[src/rtl/bbl_pkg.sv]
`default_nettype none
// ---------------------------------------------------------------------------
// bbl_pkg
// Shared types and constants of the box-blur line pass: pixel layout,
// sequencer states and the control word of the shared divider.
// ---------------------------------------------------------------------------
package bbl_pkg;

    // pixel layout
    localparam int unsigned PIX_W    = 8;
    localparam int unsigned CH_N     = 4;
    localparam int unsigned CH_W     = 2;
    localparam int unsigned PX_W     = PIX_W * CH_N;

    // configuration register width and default largest radius
    localparam int unsigned RADIUS_W       = 6;
    localparam int unsigned RADIUS_MAX_DEF = 63;
    localparam int unsigned RADIUS_RST     = 1;

    // channel slots in a packed pixel
    localparam logic [CH_W-1:0] CH_ALPHA = 2'd3;
    localparam logic [CH_W-1:0] CH_RED   = 2'd2;
    localparam logic [CH_W-1:0] CH_GREEN = 2'd1;
    localparam logic [CH_W-1:0] CH_BLUE  = 2'd0;

    typedef logic [CH_N-1:0][PIX_W-1:0] t_pix;

    // sequencer states
    typedef enum logic [2:0] {
        S_IDLE,
        S_FETCH,
        S_UPD,
        S_DIV,
        S_DRAIN,
        S_PUSH
    } t_state;

    // divider issue / result tag
    typedef struct packed {
        logic            vld;
        logic [CH_W-1:0] ch;
    } t_div_ctl;

endpackage
`default_nettype wire

[src/rtl/bbl_ifs.sv]
`default_nettype none
// ---------------------------------------------------------------------------
// bbl_in_if / bbl_out_if
// Valid/ready channels for incoming pixels and blurred result pixels.
// ---------------------------------------------------------------------------
interface bbl_in_if;
    logic                      valid;
    logic                      ready;
    logic [bbl_pkg::PIX_W-1:0] alpha_in;
    logic [bbl_pkg::PIX_W-1:0] red_in;
    logic [bbl_pkg::PIX_W-1:0] green_in;
    logic [bbl_pkg::PIX_W-1:0] blue_in;
    logic                      line_end;

    modport source (output valid, alpha_in, red_in, green_in, blue_in, line_end,
                    input ready);
    modport sink (input valid, alpha_in, red_in, green_in, blue_in, line_end,
                  output ready);
endinterface

interface bbl_out_if;
    logic                      valid;
    logic                      ready;
    logic [bbl_pkg::PIX_W-1:0] alpha_out;
    logic [bbl_pkg::PIX_W-1:0] red_out;
    logic [bbl_pkg::PIX_W-1:0] green_out;
    logic [bbl_pkg::PIX_W-1:0] blue_out;
    logic                      line_done;

    modport source (output valid, alpha_out, red_out, green_out, blue_out, line_done,
                    input ready);
    modport sink (input valid, alpha_out, red_out, green_out, blue_out, line_done,
                  output ready);
endinterface
`default_nettype wire

[src/rtl/bbl_line_store.sv]
`default_nettype none
// ---------------------------------------------------------------------------
// bbl_line_store
// Circular pixel store of the current line: one write port, one read port
// with registered read data.
// ---------------------------------------------------------------------------
module bbl_line_store #(
    parameter int unsigned AW = 7
) (
    input  wire                       i_clk,
    input  wire                       i_we,
    input  wire  [AW-1:0]             i_waddr,
    input  wire  [bbl_pkg::PX_W-1:0]  i_wdata,
    input  wire  [AW-1:0]             i_raddr,
    output logic [bbl_pkg::PX_W-1:0]  o_rdata
);

    logic [bbl_pkg::PX_W-1:0] r_mem [2**AW];

    // write port
    always_ff @(posedge i_clk) begin
        if (i_we) begin
            r_mem[i_waddr] <= i_wdata;
        end
    end

    // read port, registered
    always_ff @(posedge i_clk) begin
        o_rdata <= r_mem[i_raddr];
    end

endmodule
`default_nettype wire

[src/rtl/bbl_recip_div.sv]
`default_nettype none
// ---------------------------------------------------------------------------
// bbl_recip_div
// Shared divider: window sum divided by the odd window 2r+1 through a
// multiply by a rounded-up reciprocal and a shift. One channel per cycle,
// one register stage after the multiplier.
// ---------------------------------------------------------------------------
module bbl_recip_div #(
    parameter int unsigned RADIUS_MAX = bbl_pkg::RADIUS_MAX_DEF
) (
    input  wire                                 i_clk,
    input  wire                                 i_rst_n,
    input  wire  [$clog2(RADIUS_MAX+1)-1:0]     i_radius,
    input  bbl_pkg::t_div_ctl                   i_ctl,
    input  wire  [bbl_pkg::PIX_W+$clog2(RADIUS_MAX+1):0] i_sum,
    output bbl_pkg::t_div_ctl                   o_ctl,
    output logic [bbl_pkg::PIX_W-1:0]           o_quot
);

    localparam int unsigned RAD_W  = $clog2(RADIUS_MAX + 1);
    localparam int unsigned WIN_W  = RAD_W + 1;
    localparam int unsigned SUM_W  = bbl_pkg::PIX_W + WIN_W;
    // shift large enough that the reciprocal error stays below one LSB
    localparam int unsigned SHIFT  = SUM_W + WIN_W;
    localparam int unsigned RCP_W  = SHIFT + 1;
    localparam int unsigned PROD_W = SUM_W + RCP_W;

    logic [RCP_W-1:0]  w_rcp [RADIUS_MAX+1];
    logic [RCP_W-1:0]  r_rcp;
    logic [PROD_W-1:0] r_prod;
    bbl_pkg::t_div_ctl r_ctl;

    // reciprocal table: ceil(2^SHIFT / (2r+1)) for each radius
    for (genvar g = 0; g <= RADIUS_MAX; g++) begin : g_rcp
        localparam int unsigned DIVR = 2 * g + 1;
        localparam int unsigned RCP  = ((1 << SHIFT) + DIVR - 1) / DIVR;
        assign w_rcp[g] = RCP_W'(RCP);
    end

    // reciprocal of the line's window, stable for the whole line
    always_ff @(posedge i_clk) begin
        r_rcp <= w_rcp[i_radius];
    end

    // multiply stage
    always_ff @(posedge i_clk) begin
        r_prod <= PROD_W'(i_sum) * PROD_W'(r_rcp);
    end

    always_ff @(posedge i_clk) begin
        if (!i_rst_n) begin
            r_ctl <= '0;
        end else begin
            r_ctl <= i_ctl;
        end
    end

    // quotient always fits in a channel
    assign o_quot = r_prod[SHIFT +: bbl_pkg::PIX_W];
    assign o_ctl  = r_ctl;

endmodule
`default_nettype wire

[src/rtl/box_blur_line_pass_top.sv]
`default_nettype none
// An accepted pixel runs S_FETCH (store read) and S_UPD (sum update); if its line position has reached r,
// S_DIV then issues the four channels in turn to the one shared reciprocal divider,
// then S_DRAIN and S_PUSH, which loads the output register once it is free.
// A new pixel is taken only in S_IDLE, so each pixel is finished before the next
// is accepted. After the last pixel of a line, r flush steps repeat it through the same states; no input meanwhile.
// Reset: synchronous, active low; radius returns to 1, no line in progress.
// ---------------------------------------------------------------------------
// box_blur_line_pass_top
// One horizontal box-blur pass over a streamed line of ARGB pixels, with
// edge pixels repeated. Running window sums per channel are updated from a
// circular line store, and a small sequencer feeds them one channel a cycle
// to a shared reciprocal-multiply divider.
// ---------------------------------------------------------------------------
module box_blur_line_pass_top #(
    parameter int unsigned RADIUS_MAX = bbl_pkg::RADIUS_MAX_DEF
) (
    input  wire                            i_clk,
    input  wire                            i_rst_n,
    bbl_in_if.sink                         i_pix,
    bbl_out_if.source                      o_res,
    input  wire                            i_cfg_we,
    input  wire  [bbl_pkg::RADIUS_W-1:0]   i_cfg_radius
);

    localparam int unsigned RAD_W = $clog2(RADIUS_MAX + 1);
    localparam int unsigned WIN_W = RAD_W + 1;
    localparam int unsigned SUM_W = bbl_pkg::PIX_W + WIN_W;
    localparam int unsigned AW    = WIN_W;
    localparam int unsigned CH_N  = bbl_pkg::CH_N;

    // registers
    bbl_pkg::t_state                r_state, n_state;
    logic [bbl_pkg::RADIUS_W-1:0]   r_radius_cfg;
    logic [RAD_W-1:0]               r_radius;
    logic                           r_in_line;
    logic                           r_last;
    logic [AW-1:0]                  r_pos;
    logic [WIN_W-1:0]               r_j;
    logic [RAD_W-1:0]               r_flush_left;
    logic [bbl_pkg::CH_W-1:0]       r_ch;
    bbl_pkg::t_pix                  r_pix;
    bbl_pkg::t_pix                  r_first_pix;
    logic [SUM_W-1:0]               r_sum [CH_N];
    logic [SUM_W-1:0]               n_sum [CH_N];
    bbl_pkg::t_pix                  r_res;
    logic                           r_done;
    logic                           r_out_valid;
    bbl_pkg::t_pix                  r_out_pix;
    logic                           r_out_done;

    // combinational
    logic                           w_fire_in;
    logic                           w_fire_out;
    bbl_pkg::t_pix                  w_in_pix;
    logic [RAD_W-1:0]               w_cfg_sat;
    logic [WIN_W-1:0]               w_win;
    logic [AW-1:0]                  w_pos_inc;
    logic [AW-1:0]                  w_waddr;
    logic [AW-1:0]                  w_raddr;
    logic [WIN_W-1:0]               w_j_inc;
    logic [bbl_pkg::PX_W-1:0]       w_rdata;
    bbl_pkg::t_pix                  w_leave;
    logic                           w_emit;
    logic                           w_more;
    logic                           w_out_free;
    logic                           w_ready;
    logic                           w_issue;
    logic                           w_load;
    logic                           w_step;
    logic                           w_close;
    bbl_pkg::t_div_ctl              w_div_ctl;
    bbl_pkg::t_div_ctl              w_div_octl;
    logic [bbl_pkg::PIX_W-1:0]      w_quot;

    assign w_fire_in  = i_pix.valid & w_ready;
    assign w_fire_out = r_out_valid & o_res.ready;
    assign w_out_free = !r_out_valid || o_res.ready;

    assign w_in_pix[bbl_pkg::CH_ALPHA] = i_pix.alpha_in;
    assign w_in_pix[bbl_pkg::CH_RED]   = i_pix.red_in;
    assign w_in_pix[bbl_pkg::CH_GREEN] = i_pix.green_in;
    assign w_in_pix[bbl_pkg::CH_BLUE]  = i_pix.blue_in;

    // radius beyond the supported range saturates
    assign w_cfg_sat = (r_radius_cfg > bbl_pkg::RADIUS_W'(RADIUS_MAX)) ?
                       RAD_W'(RADIUS_MAX) : RAD_W'(r_radius_cfg);

    // window 2r+1 and store addressing
    assign w_win     = {r_radius, 1'b1};
    assign w_pos_inc = r_pos + 1'b1;
    assign w_waddr   = r_in_line ? w_pos_inc : '0;
    assign w_raddr   = r_pos - w_win;
    assign w_j_inc   = (&r_j) ? r_j : r_j + 1'b1;

    // leaving pixel: stored one if it lies inside the line, else the first
    assign w_leave = (r_j >= w_win) ? bbl_pkg::t_pix'(w_rdata) : r_first_pix;
    assign w_emit  = r_j >= {1'b0, r_radius};
    assign w_more  = r_last && (r_flush_left != '0);

    bbl_line_store #(
        .AW (AW)
    ) u_store (
        .i_clk   (i_clk),
        .i_we    (w_fire_in),
        .i_waddr (w_waddr),
        .i_wdata (w_in_pix),
        .i_raddr (w_raddr),
        .o_rdata (w_rdata)
    );

    assign w_div_ctl.vld = w_issue;
    assign w_div_ctl.ch  = r_ch;

    bbl_recip_div #(
        .RADIUS_MAX (RADIUS_MAX)
    ) u_div (
        .i_clk    (i_clk),
        .i_rst_n  (i_rst_n),
        .i_radius (r_radius),
        .i_ctl    (w_div_ctl),
        .i_sum    (r_sum[r_ch]),
        .o_ctl    (w_div_octl),
        .o_quot   (w_quot)
    );

    // next state
    always_comb begin
        n_state = r_state;
        unique case (r_state)
            bbl_pkg::S_IDLE: begin
                if (w_fire_in) n_state = bbl_pkg::S_FETCH;
            end
            bbl_pkg::S_FETCH: begin
                n_state = bbl_pkg::S_UPD;
            end
            bbl_pkg::S_UPD: begin
                if (w_emit)      n_state = bbl_pkg::S_DIV;
                else if (w_more) n_state = bbl_pkg::S_FETCH;
                else             n_state = bbl_pkg::S_IDLE;
            end
            bbl_pkg::S_DIV: begin
                if (r_ch == bbl_pkg::CH_W'(CH_N - 1)) n_state = bbl_pkg::S_DRAIN;
            end
            bbl_pkg::S_DRAIN: begin
                n_state = bbl_pkg::S_PUSH;
            end
            bbl_pkg::S_PUSH: begin
                if (w_out_free) n_state = w_more ? bbl_pkg::S_FETCH : bbl_pkg::S_IDLE;
            end
            default: n_state = bbl_pkg::S_IDLE;
        endcase
    end

    // sequencer outputs
    always_comb begin
        w_ready = 1'b0;
        w_issue = 1'b0;
        w_load  = 1'b0;
        unique case (r_state)
            bbl_pkg::S_IDLE:  w_ready = 1'b1;
            bbl_pkg::S_DIV:   w_issue = 1'b1;
            bbl_pkg::S_PUSH:  w_load  = w_out_free;
            bbl_pkg::S_FETCH,
            bbl_pkg::S_UPD,
            bbl_pkg::S_DRAIN: ;
            default: ;
        endcase
    end

    // a flush step follows, or the line closes after its final result
    assign w_step  = ((r_state == bbl_pkg::S_UPD && !w_emit) || w_load) && w_more;
    assign w_close = ((r_state == bbl_pkg::S_UPD && !w_emit) || w_load) && !w_more && r_last;

    // window sum update: fill with the first pixel, then add entering, drop leaving
    always_comb begin
        for (int k = 0; k < CH_N; k++) begin
            if (r_j == '0) begin
                n_sum[k] = SUM_W'(w_win) * SUM_W'(r_pix[k]);
            end else begin
                n_sum[k] = r_sum[k] + SUM_W'(r_pix[k]) - SUM_W'(w_leave[k]);
            end
        end
    end

    // control state
    always_ff @(posedge i_clk) begin
        if (!i_rst_n) begin
            r_state      <= bbl_pkg::S_IDLE;
            r_radius_cfg <= bbl_pkg::RADIUS_W'(bbl_pkg::RADIUS_RST);
            r_radius     <= RAD_W'(bbl_pkg::RADIUS_RST);
            r_in_line    <= 1'b0;
            r_last       <= 1'b0;
            r_pos        <= '0;
            r_j          <= '0;
            r_flush_left <= '0;
            r_ch         <= '0;
            r_out_valid  <= 1'b0;
        end else begin
            r_state <= n_state;
            if (i_cfg_we) begin
                r_radius_cfg <= i_cfg_radius;
            end
            // pixel transfer: new line latches radius and restarts positions
            if (w_fire_in) begin
                r_last    <= i_pix.line_end;
                r_in_line <= 1'b1;
                r_pos     <= w_waddr;
                if (!r_in_line) begin
                    r_radius     <= w_cfg_sat;
                    r_j          <= '0;
                    r_flush_left <= i_pix.line_end ? w_cfg_sat : '0;
                end else begin
                    r_j          <= w_j_inc;
                    r_flush_left <= i_pix.line_end ? r_radius : '0;
                end
            end
            // flush step: last pixel enters again at a virtual position
            if (w_step) begin
                r_flush_left <= r_flush_left - 1'b1;
                r_pos        <= w_pos_inc;
                r_j          <= w_j_inc;
            end
            if (w_close) begin
                r_in_line <= 1'b0;
            end
            // channel counter for divider issue
            if (w_issue) begin
                r_ch <= r_ch + 1'b1;
            end
            // output register
            if (w_load) begin
                r_out_valid <= 1'b1;
            end else if (w_fire_out) begin
                r_out_valid <= 1'b0;
            end
        end
    end

    // payload
    always_ff @(posedge i_clk) begin
        if (w_fire_in) begin
            r_pix <= w_in_pix;
            if (!r_in_line) begin
                r_first_pix <= w_in_pix;
            end
        end
        if (r_state == bbl_pkg::S_UPD) begin
            for (int k = 0; k < CH_N; k++) begin
                r_sum[k] <= n_sum[k];
            end
            r_done <= r_last && (r_flush_left == '0);
        end
        if (w_div_octl.vld) begin
            r_res[w_div_octl.ch] <= w_quot;
        end
        if (w_load) begin
            r_out_pix  <= r_res;
            r_out_done <= r_done;
        end
    end

    assign i_pix.ready     = w_ready;
    assign o_res.valid     = r_out_valid;
    assign o_res.alpha_out = r_out_pix[bbl_pkg::CH_ALPHA];
    assign o_res.red_out   = r_out_pix[bbl_pkg::CH_RED];
    assign o_res.green_out = r_out_pix[bbl_pkg::CH_GREEN];
    assign o_res.blue_out  = r_out_pix[bbl_pkg::CH_BLUE];
    assign o_res.line_done = r_out_done;

`ifndef SYNTH
    // flush steps only follow the last pixel of a line
    a_flush_after_last: assert property (@(posedge i_clk) disable iff (!i_rst_n)
        (r_flush_left != '0) |-> r_last)
        else $error("flush pending without last pixel");

    // store position tracks the line position until the latter saturates
    a_pos_tracks_j: assert property (@(posedge i_clk) disable iff (!i_rst_n)
        (r_j != '1) |-> (r_pos == r_j))
        else $error("store position out of step with line position");

    // alpha and blue divider results are the truncated quotients of their window sums
    a_quot_alpha: assert property (@(posedge i_clk) disable iff (!i_rst_n)
        (r_state == bbl_pkg::S_PUSH) |->
        ((int'(r_res[bbl_pkg::CH_ALPHA]) * int'(w_win) <= int'(r_sum[bbl_pkg::CH_ALPHA])) &&
         (int'(r_sum[bbl_pkg::CH_ALPHA]) < (int'(r_res[bbl_pkg::CH_ALPHA]) + 1) * int'(w_win))))
        else $error("alpha quotient wrong");

    a_quot_blue: assert property (@(posedge i_clk) disable iff (!i_rst_n)
        (r_state == bbl_pkg::S_PUSH) |->
        ((int'(r_res[bbl_pkg::CH_BLUE]) * int'(w_win) <= int'(r_sum[bbl_pkg::CH_BLUE])) &&
         (int'(r_sum[bbl_pkg::CH_BLUE]) < (int'(r_res[bbl_pkg::CH_BLUE]) + 1) * int'(w_win))))
        else $error("blue quotient wrong");
`endif

endmodule
`default_nettype wire

[src/flat_wrapper.sv]
// flat-port wrapper written by rule: the top's interface ports become plain ports
module box_blur_line_pass_top_flat 
#(
    parameter int unsigned RADIUS_MAX = bbl_pkg::RADIUS_MAX_DEF
)
  (i_clk, i_rst_n, i_cfg_we, i_cfg_radius, i_pix_valid, i_pix_alpha_in, i_pix_red_in, i_pix_green_in, i_pix_blue_in, i_pix_line_end, i_pix_ready, o_res_valid, o_res_alpha_out, o_res_red_out, o_res_green_out, o_res_blue_out, o_res_line_done, o_res_ready);
  bbl_in_if i_pix_i ();
  bbl_out_if o_res_i ();
  input  wire i_clk;
  input  wire i_rst_n;
  input  wire i_cfg_we;
  input  wire  [bbl_pkg::RADIUS_W-1:0] i_cfg_radius;
  input wire logic [$bits(i_pix_i.valid)-1:0] i_pix_valid;
  input wire logic [$bits(i_pix_i.alpha_in)-1:0] i_pix_alpha_in;
  input wire logic [$bits(i_pix_i.red_in)-1:0] i_pix_red_in;
  input wire logic [$bits(i_pix_i.green_in)-1:0] i_pix_green_in;
  input wire logic [$bits(i_pix_i.blue_in)-1:0] i_pix_blue_in;
  input wire logic [$bits(i_pix_i.line_end)-1:0] i_pix_line_end;
  output wire logic [$bits(i_pix_i.ready)-1:0] i_pix_ready;
  output wire logic [$bits(o_res_i.valid)-1:0] o_res_valid;
  output wire logic [$bits(o_res_i.alpha_out)-1:0] o_res_alpha_out;
  output wire logic [$bits(o_res_i.red_out)-1:0] o_res_red_out;
  output wire logic [$bits(o_res_i.green_out)-1:0] o_res_green_out;
  output wire logic [$bits(o_res_i.blue_out)-1:0] o_res_blue_out;
  output wire logic [$bits(o_res_i.line_done)-1:0] o_res_line_done;
  input wire logic [$bits(o_res_i.ready)-1:0] o_res_ready;
  assign i_pix_i.valid = i_pix_valid;
  assign i_pix_i.alpha_in = i_pix_alpha_in;
  assign i_pix_i.red_in = i_pix_red_in;
  assign i_pix_i.green_in = i_pix_green_in;
  assign i_pix_i.blue_in = i_pix_blue_in;
  assign i_pix_i.line_end = i_pix_line_end;
  assign i_pix_ready = i_pix_i.ready;
  assign o_res_valid = o_res_i.valid;
  assign o_res_alpha_out = o_res_i.alpha_out;
  assign o_res_red_out = o_res_i.red_out;
  assign o_res_green_out = o_res_i.green_out;
  assign o_res_blue_out = o_res_i.blue_out;
  assign o_res_line_done = o_res_i.line_done;
  assign o_res_i.ready = o_res_ready;
  box_blur_line_pass_top #(.RADIUS_MAX(RADIUS_MAX)) u_core (.i_clk(i_clk), .i_rst_n(i_rst_n), .i_pix(i_pix_i), .o_res(o_res_i), .i_cfg_we(i_cfg_we), .i_cfg_radius(i_cfg_radius));
endmodule
[config.mk]
export PLATFORM = sky130hd
export DESIGN_NAME = box_blur_line_pass_top_flat
export DESIGN_NICKNAME = d
export VERILOG_FILES = /design/src/rtl/bbl_pkg.sv /design/src/rtl/bbl_ifs.sv /design/src/rtl/bbl_line_store.sv /design/src/rtl/bbl_recip_div.sv /design/src/rtl/box_blur_line_pass_top.sv /design/src/flat_wrapper.sv
export SDC_FILE = /design/constraint.sdc
export NUM_CORES = 2
export LEC_CHECK = 0
export ABC_CLOCK_PERIOD_IN_PS = 9700
export BUFFER_PORTS_ARGS = -buffer_cell sky130_fd_sc_hd__buf_2
export CAP_MARGIN = 5
export CORE_ASPECT_RATIO = 1.25
export CORE_MARGIN = 1.5
export CORE_UTILIZATION = 50
export CTS_CLUSTER_DIAMETER = 30
export DETAILED_ROUTE_END_ITERATION = 10
export GPL_ROUTABILITY_DRIVEN = 0
export MAX_ROUTING_LAYER = met4
export PLACE_DENSITY = 0.65
export SKIP_LAST_GASP = 1
export SLEW_MARGIN = 20
export SYNTH_ARGS = -nofsm -noshare
export SYNTH_HDL_FRONTEND = slang
export SYNTH_HIERARCHICAL = 1
export SYNTH_MEMORY_MAX_BITS = 65536
export SYNTH_SLANG_ARGS = --single-unit
export TNS_END_PERCENT = 1
[constraint.sdc]
create_clock -name i_clk -period 9.7 [get_ports i_clk]
set_clock_uncertainty 0.15 [all_clocks]
set_input_delay 0.485 -clock i_clk [delete_from_list [all_inputs] [get_ports i_clk]]
set_output_delay 0.485 -clock i_clk [all_outputs]
set_load 0.005 [all_outputs]
## Word-level counts from Yosys, hierarchy flattened

Memories as Yosys holds them, arrays and structs flattened. A register that Yosys moved wholly into a read port is not among the register bits.
Cells that the tools add are included.

- Add/subtract/negate cells: 13
- Multiply operators: 5
- Order comparisons: 5
- Eq/ne operators: 9
- Muxes and demuxes: 38
- Bitwise gates (word level): 5
- Reduce and logical (&&, ||, !) cells: 22

Operators by type and width:

| cell | count |
|---|---|
| $add 15x8->15 | 4 |
| $mul 7x8->15 | 4 |
| $mux 15 | 4 |
| $sub 15x8->15 | 4 |
| $mux 7 | 7 |
| $mux 6 | 6 |
| $bwmux 32 | 1 |
| $mux 32 | 1 |
| $mul 15x23->30 | 1 |
| $pmux 3 s6 | 1 |
| $demux 8 s2 | 1 |
| $add 7x1->7 const B | 2 |
| $mux 3 | 4 |
| $mux 1 | 10 |
| $mux 8 | 1 |
| $ge 7x6->1 | 1 |
| $ge 7x7->1 | 1 |
| $logic_and 1x1->1 | 7 |
| $logic_not 7->1 | 1 |
| $not 6->7 | 1 |
| $reduce_and 7->1 | 1 |
| $sub 7x7->7 | 1 |
| $eq 3x2->1 const B | 2 |
| $eq 3x3->1 const B | 2 |
| other kinds (21) | 29 |

- Flip-flop bits (word level): 203
- Memory bits (writable): 4156
- Memory bits (read-only): 1472
- Memories kept: 3

Memory list:

| name | depth | width | read ports | clocked after memory_dff | write ports | line | source |
|---|---|---|---|---|---|---|---|
| u_core.u_store.r_mem | 128 | 32 | 1 | 1 | 1 | bbl_line_store.sv:18 | `logic [bbl_pkg::PX_W-1:0] r_mem [2**AW];` |
| (no name shown) | 64 | 23 | 1 | 1 | 0 | bbl_recip_div.sv:42 | `r_rcp <= w_rcp[i_radius];` |
| u_core.r_sum | 4 | 15 | 5 | 1 | 4 | box_blur_line_pass_top.sv:44 | `logic [SUM_W-1:0] r_sum [CH_N];` |

## Longest topological paths before layout

- Depth in word-level cells: 7
- Depth in mapped cells: 25

## Hierarchy

Netlist, hierarchy kept.

Modules (own cells, without submodules):

| module | instances | cells an instance | area an instance (um2) | sequential area each (um2) |
|---|---|---|---|---|
| bbl_line_store | 1 | 5990 | 156276.1 | 123638.6 |
| box_blur_line_pass_top | 1 | 1883 | 19786.5 | 6546.3 |
| bbl_recip_div | 1 | 1351 | 11362.1 | 660.6 |

## Worst setup path after synthesis

No wires, ideal clock.

- Path kind: register to register
- From: register (tool-made name)
- To: register u_core.u_div.r_prod[27]
- Setup time: 0.062 ns
- Data arrival time: 6.566 ns
- Data required time: 9.488 ns
- Slack: 2.922 ns
- Cell stages (with the launch flop): 24
- Clock period less this slack: 6.778 ns
- Cells stage by stage: dfxtp_1 -> clkbuf_1 -> buf_2 -> mux4_2 -> clkbuf_1 -> and2_1 -> fa_1 -> inv_1 -> fa_1 -> inv_1 -> fa_1 -> fa_1 -> fa_1 -> inv_1 -> fa_1 -> inv_1 -> ha_1 -> a21oi_2 -> o21ai_1 -> or4_4 -> nand3_2 -> o211ai_4 -> or4_1 -> nand3_1

RTL lines:

| item | line | source |
|---|---|---|
| to (signal assigned) | bbl_recip_div.sv:47 | `r_prod <= PROD_W'(i_sum) * PROD_W'(r_rcp);` |
| to (decl) | bbl_recip_div.sv:30 | `logic [PROD_W-1:0] r_prod;` |

==> impl_results.rst <==
.. list-table::
   :header-rows: 1

   * - Metric
     - Value
   * - Run status
     - finished clean
   * - Distinct cell type count of the synthesized netlist
     - between 90 and 100
   * - Core box area
     - around 370000 um^2
   * - Number of endpoints with negative hold slack in the final report
     - 0
   * - Number of nets in the layout
     - 10500
   * - Maximum level of the CTS H-tree
     - 6
   * - Achievable Freq
     - 0.134 GHz
   * - Hold-fix buffers, CTS
     - 47
   * - Max transition margin
     - 0.219
   * - Sequential-to-total area share from yosys stat
     - 0.698
   * - Clock-pin slew of the registers on the worst-case setup and hold paths
     - 0.06 ns
   * - Final setup vio count
     - 0
   * - Post-synthesis share of cell area spent on and, or, nand and nor gates
     - 0.0290
   * - Post-synth EDFFs
     - 4286
   * - Mean post-synth cell area
     - 20.3 um^2
   * - Class of the tightest hold or removal check
     - in -> reg
   * - Count of unresolved DRC violations after routing
     - 0
   * - Largest family of logic cells by synthesized area
     - multiplexers
   * - Fraction of synthesized cell area taken by the top area cell type
     - 0.687
   * - Number of global-route vias before repair
     - 98000
   * - Global-route wire length before repair
     - 688 mm
   * - Floorplan die area
     - 379000 um^2
   * - Combined global-route utilization of all metal layers
     - 0.262
   * - Maximum Capacitance Violations
     - 0
   * - Count of vias placed by the detailed router
     - 94900
   * - Cell with the most instances after synthesis
     - sky130_fd_sc_hd__edfxtp_1
   * - Pin count of the biggest net entering global routing
     - 130
   * - Worst Path Required
     - 10.33 ns
   * - Critical Path End
     - u_core/u_div/r_prod[23]
   * - Overall die height
     - roughly 690 um
   * - Type of destination of the critical path
     - flip-flop
   * - Highest ir drop seen on vdd
     - 0.847 mV
   * - Internal reg-to-reg setup slack
     - 2.26 ns
   * - Adder-cell share of the synthesized area
     - 0.0612
   * - Total clock sinks
     - 4393
   * - Cells after Synth
     - 9224
   * - Peak fanout along the critical path
     - 21
   * - Net count after synthesis
     - about 10000
   * - Area of all placed cells without fillers
     - 217000 um^2
   * - Detailed Routing Iterations Pass 1
     - 9
   * - Post-synthesis cell type with the largest combined area
     - sky130_fd_sc_hd__edfxtp_1
   * - DRT iter0 DRCs
     - approximately 11000
   * - Port Buffers
     - 78
   * - Count of synthesis-stage warnings from yosys
     - 6
   * - Ratio of cells with drive above 1 in the final layout
     - 0.283
   * - Slew at the pin closest to its max-slew limit
     - 1.16 ns
   * - Setup repair after global routing missed its margin
     - false
   * - Share of synthesized flip-flops with an asynchronous set or reset
     - 0
   * - Synth Area in XOR/XNOR
     - 0.00565
   * - Syn Std Cell Area
     - 187000 um^2
   * - Cell types with the largest area share after synthesis
     - sky130_fd_sc_hd__edfxtp_1, sky130_fd_sc_hd__mux4_2, sky130_fd_sc_hd__fa_1
   * - Depth of the worst register-to-register path
     - 19
   * - LEAKAGE
     - 73.5 nW
   * - I/O pins
     - between 70 and 80
   * - Most instantiated cells after synthesis
     - sky130_fd_sc_hd__edfxtp_1, sky130_fd_sc_hd__mux4_2, sky130_fd_sc_hd__inv_1
   * - Critical register-to-register path endpoint
     - u_core/u_div/r_prod[23]
   * - # rows
     - about 250
   * - Detailed-route vias per instance
     - around 6.2
   * - Average wire per cell in the routed design
     - 31.5 um
   * - #FFs+latches synth
     - 4393
   * - DPL Wire Length
     - 273 mm
   * - Data arrival time of the critical path
     - 8.07 ns
   * - Final routed wirelength across all metal layers
     - 479 mm
   * - DRT antenna net count
     - 0
   * - Final critical path time including I/O delays and setup
     - 7.44 ns
   * - Starting Density
     - 0.502
   * - Longest Clk Path Bufs
     - 4
   * - Period Utilization, post-route
     - 0.767
   * - Die X-Extent
     - between 500 and 600 um
   * - Pins Over Slew Limit
     - 0
   * - Setup total negative slack
     - 0 ns
   * - Clock latency reported for the late side of the worst-skew pair
     - 0.96 ns
   * - Number of setup buffers added after CTS
     - 0
   * - Worst Setup Start Kind
     - flip-flop
   * - Number of fill cells
     - 26500
   * - Placed instance area
     - 195000 um^2
   * - Crit Path Category
     - reg -> reg
   * - Number of gates resized after cts
     - 0
   * - Synth Area in Compound Gates
     - 0.0176
   * - TritonCTS clock tree
     - built
   * - Area growth, synth to finish
     - 15.6%
   * - CTS buffer count
     - 613
   * - Fraction of synthesized area in multiplexers
     - 0.170
   * - Pwr Density
     - 285 nW/um^2
   * - Initial antenna violation count
     - 52
   * - Remaining global-route overflow
     - 0
   * - Root Buffer Master
     - sky130_fd_sc_hd__clkbuf_16
   * - Most used flip-flop cell after synthesis
     - sky130_fd_sc_hd__edfxtp_1
-- worst min path at each step --
stage / cells past startpoint / slack, ns / startpoint / end
floorplan: 0 / 0.25 / u_core/r_res[24] / u_core/o_res.alpha_out[0]
global placement: 0 / 0.26 / u_core/r_res[25] / u_core/o_res.alpha_out[1]
detailed placement: 0 / 0.25 / u_core/r_res[28] / u_core/o_res.alpha_out[4]
CTS: 1 / 0.009 / i_pix_blue_in[6] / u_core/u_store/r_mem[82][6]
global route: 1 / 0.06 / i_pix_blue_in[6] / u_core/u_store/r_mem[82][6]
finish: 1 / 0.04 / i_pix_blue_in[6] / u_core/u_store/r_mem[82][6]
-- metrics by stage --
step / power [mW] / hold slack [ns] / setup slack, ns / std cells / utilization
after global placement: 39.4 / 0.258 / 2.26 / 14000 / 0.523
after detailed placement: 39.7 / 0.255 / 2.23 / 14000 / 0.523
after floorplan: 34.6 / 0.250 / 2.92 / 9224 / -
after global routing: 64.8 / 0.0628 / 1.88 / 15200 / 0.580
after CTS: 62.2 / 0.00938 / 2.22 / 15200 / 0.580
final: 61.8 / 0.0403 / 2.26 / 15200 / 0.580
-- flip-flops by register name, summed over array words and instances (netlist names), 22 cells and up, named ones only --
register / count
u_core/u_store/r_mem: 4096
u_core/r_sum: 60
u_core/r_first_pix: 32
u_core/r_pix: 32
u_core/r_res: 32
u_core/u_store/o_rdata: 32
u_core/u_div/r_rcp: 22
-- per-layer routing --
| metal | vias to the layer above | share of wire | track usage | wire [um] |
|---|---|---|---|---|
| met5 | - | 0 | - | 0 |
| met4 | 0 | 0.036 | 0.0884 | 17300 |
| met3 | 857 | 0.073 | 0.0366 | 34800 |
| met2 | 4370 | 0.50 | 0.422 | 239000 |
| met1 | 51200 | 0.39 | 0.345 | 188000 |
| li1 | 38400 | - | - | - |
-- critical path, cell delays in order (launching register included) --
cell,delay [ns]
sky130_fd_sc_hd__dfxtp_1,0.93
sky130_fd_sc_hd__mux4_2,0.89
sky130_fd_sc_hd__and2_1,0.29
sky130_fd_sc_hd__fa_1,0.53
sky130_fd_sc_hd__inv_1,0.05
sky130_fd_sc_hd__fa_1,0.54
sky130_fd_sc_hd__inv_1,0.05
sky130_fd_sc_hd__fa_1,0.52
sky130_fd_sc_hd__fa_1,0.44
sky130_fd_sc_hd__fa_1,0.49
sky130_fd_sc_hd__inv_1,0.05
sky130_fd_sc_hd__fa_1,0.47
sky130_fd_sc_hd__inv_1,0.04
sky130_fd_sc_hd__ha_1,0.32
sky130_fd_sc_hd__and3_1,0.21
sky130_fd_sc_hd__and3_2,0.27
sky130_fd_sc_hd__nand4_1,0.18
sky130_fd_sc_hd__a2111oi_0,0.59
sky130_fd_sc_hd__nor2_1,0.12
sky130_fd_sc_hd__xnor2_1,0.15
-- layout make-up --
class	count	area, um^2	area share
Antenna cell	35	87.6	0.000404
Clock inverter	430	4760	0.0220
Sequential cell	4393	131000	0.604
Timing Repair Buffer	368	2980	0.0137
Inverter	456	1720	0.00794
Multi-Input combinational cell	3926	54100	0.249
Tap cell	4933	6170	0.0285
Clock buffer	688	16100	0.0742
-- kinds of logic after synthesis --
family	after synthesis
AO/OA/AOI/OAI	524
XOR/XNOR	121
adder cells (fa/ha/maj)	685
buffers and inverters	905
flip-flops	4393
multiplexers	1467
AND/OR/NAND/NOR	1129
-- power by group --
group          leakage (nW)  internal, mW  switching (mW)
Combinational          24.0          7.58            10.2
Sequential             39.5          21.2           0.345
Clock                  10.1          13.8            8.64
Total                  73.5          42.6            19.2
-- placed cells by master, fill, tap and decap left out, types with 18 or more instances in the layout --
cell	netlist	layout
sky130_fd_sc_hd__a211oi_1	27	27
sky130_fd_sc_hd__a21o_1	33	33
sky130_fd_sc_hd__a21oi_1	173	172
sky130_fd_sc_hd__a31oi_1	24	24
sky130_fd_sc_hd__and2_1	291	291
sky130_fd_sc_hd__and3_1	19	19
sky130_fd_sc_hd__buf_2	92	46
sky130_fd_sc_hd__buf_4	4	258
sky130_fd_sc_hd__bufinv_16	0	60
sky130_fd_sc_hd__clkbuf_1	286	51
sky130_fd_sc_hd__clkbuf_16	0	632
sky130_fd_sc_hd__clkinv_1	1	56
sky130_fd_sc_hd__clkinv_2	1	67
sky130_fd_sc_hd__clkinv_4	0	50
sky130_fd_sc_hd__clkinv_8	0	19
sky130_fd_sc_hd__clkinvlp_4	0	60
sky130_fd_sc_hd__dfxtp_1	107	103
sky130_fd_sc_hd__diode_2	0	35
sky130_fd_sc_hd__dlygate4sd3_1	0	47
sky130_fd_sc_hd__edfxtp_1	4286	4286
sky130_fd_sc_hd__fa_1	386	385
sky130_fd_sc_hd__ha_1	299	299
sky130_fd_sc_hd__inv_1	454	453
sky130_fd_sc_hd__inv_6	0	83
sky130_fd_sc_hd__inv_8	0	29
sky130_fd_sc_hd__mux2_2	35	35
sky130_fd_sc_hd__mux2i_1	68	68
sky130_fd_sc_hd__mux4_2	1362	1362
sky130_fd_sc_hd__nand2_1	325	325
sky130_fd_sc_hd__nand2b_1	18	18
sky130_fd_sc_hd__nand3_1	44	40
sky130_fd_sc_hd__nor2_1	312	191
sky130_fd_sc_hd__nor2_4	0	120
sky130_fd_sc_hd__nor3_1	41	32
sky130_fd_sc_hd__o21ai_0	111	111
sky130_fd_sc_hd__xnor2_1	75	71
sky130_fd_sc_hd__xor2_1	46	45
Note: power is estimated with default switching activity, not from simulation.
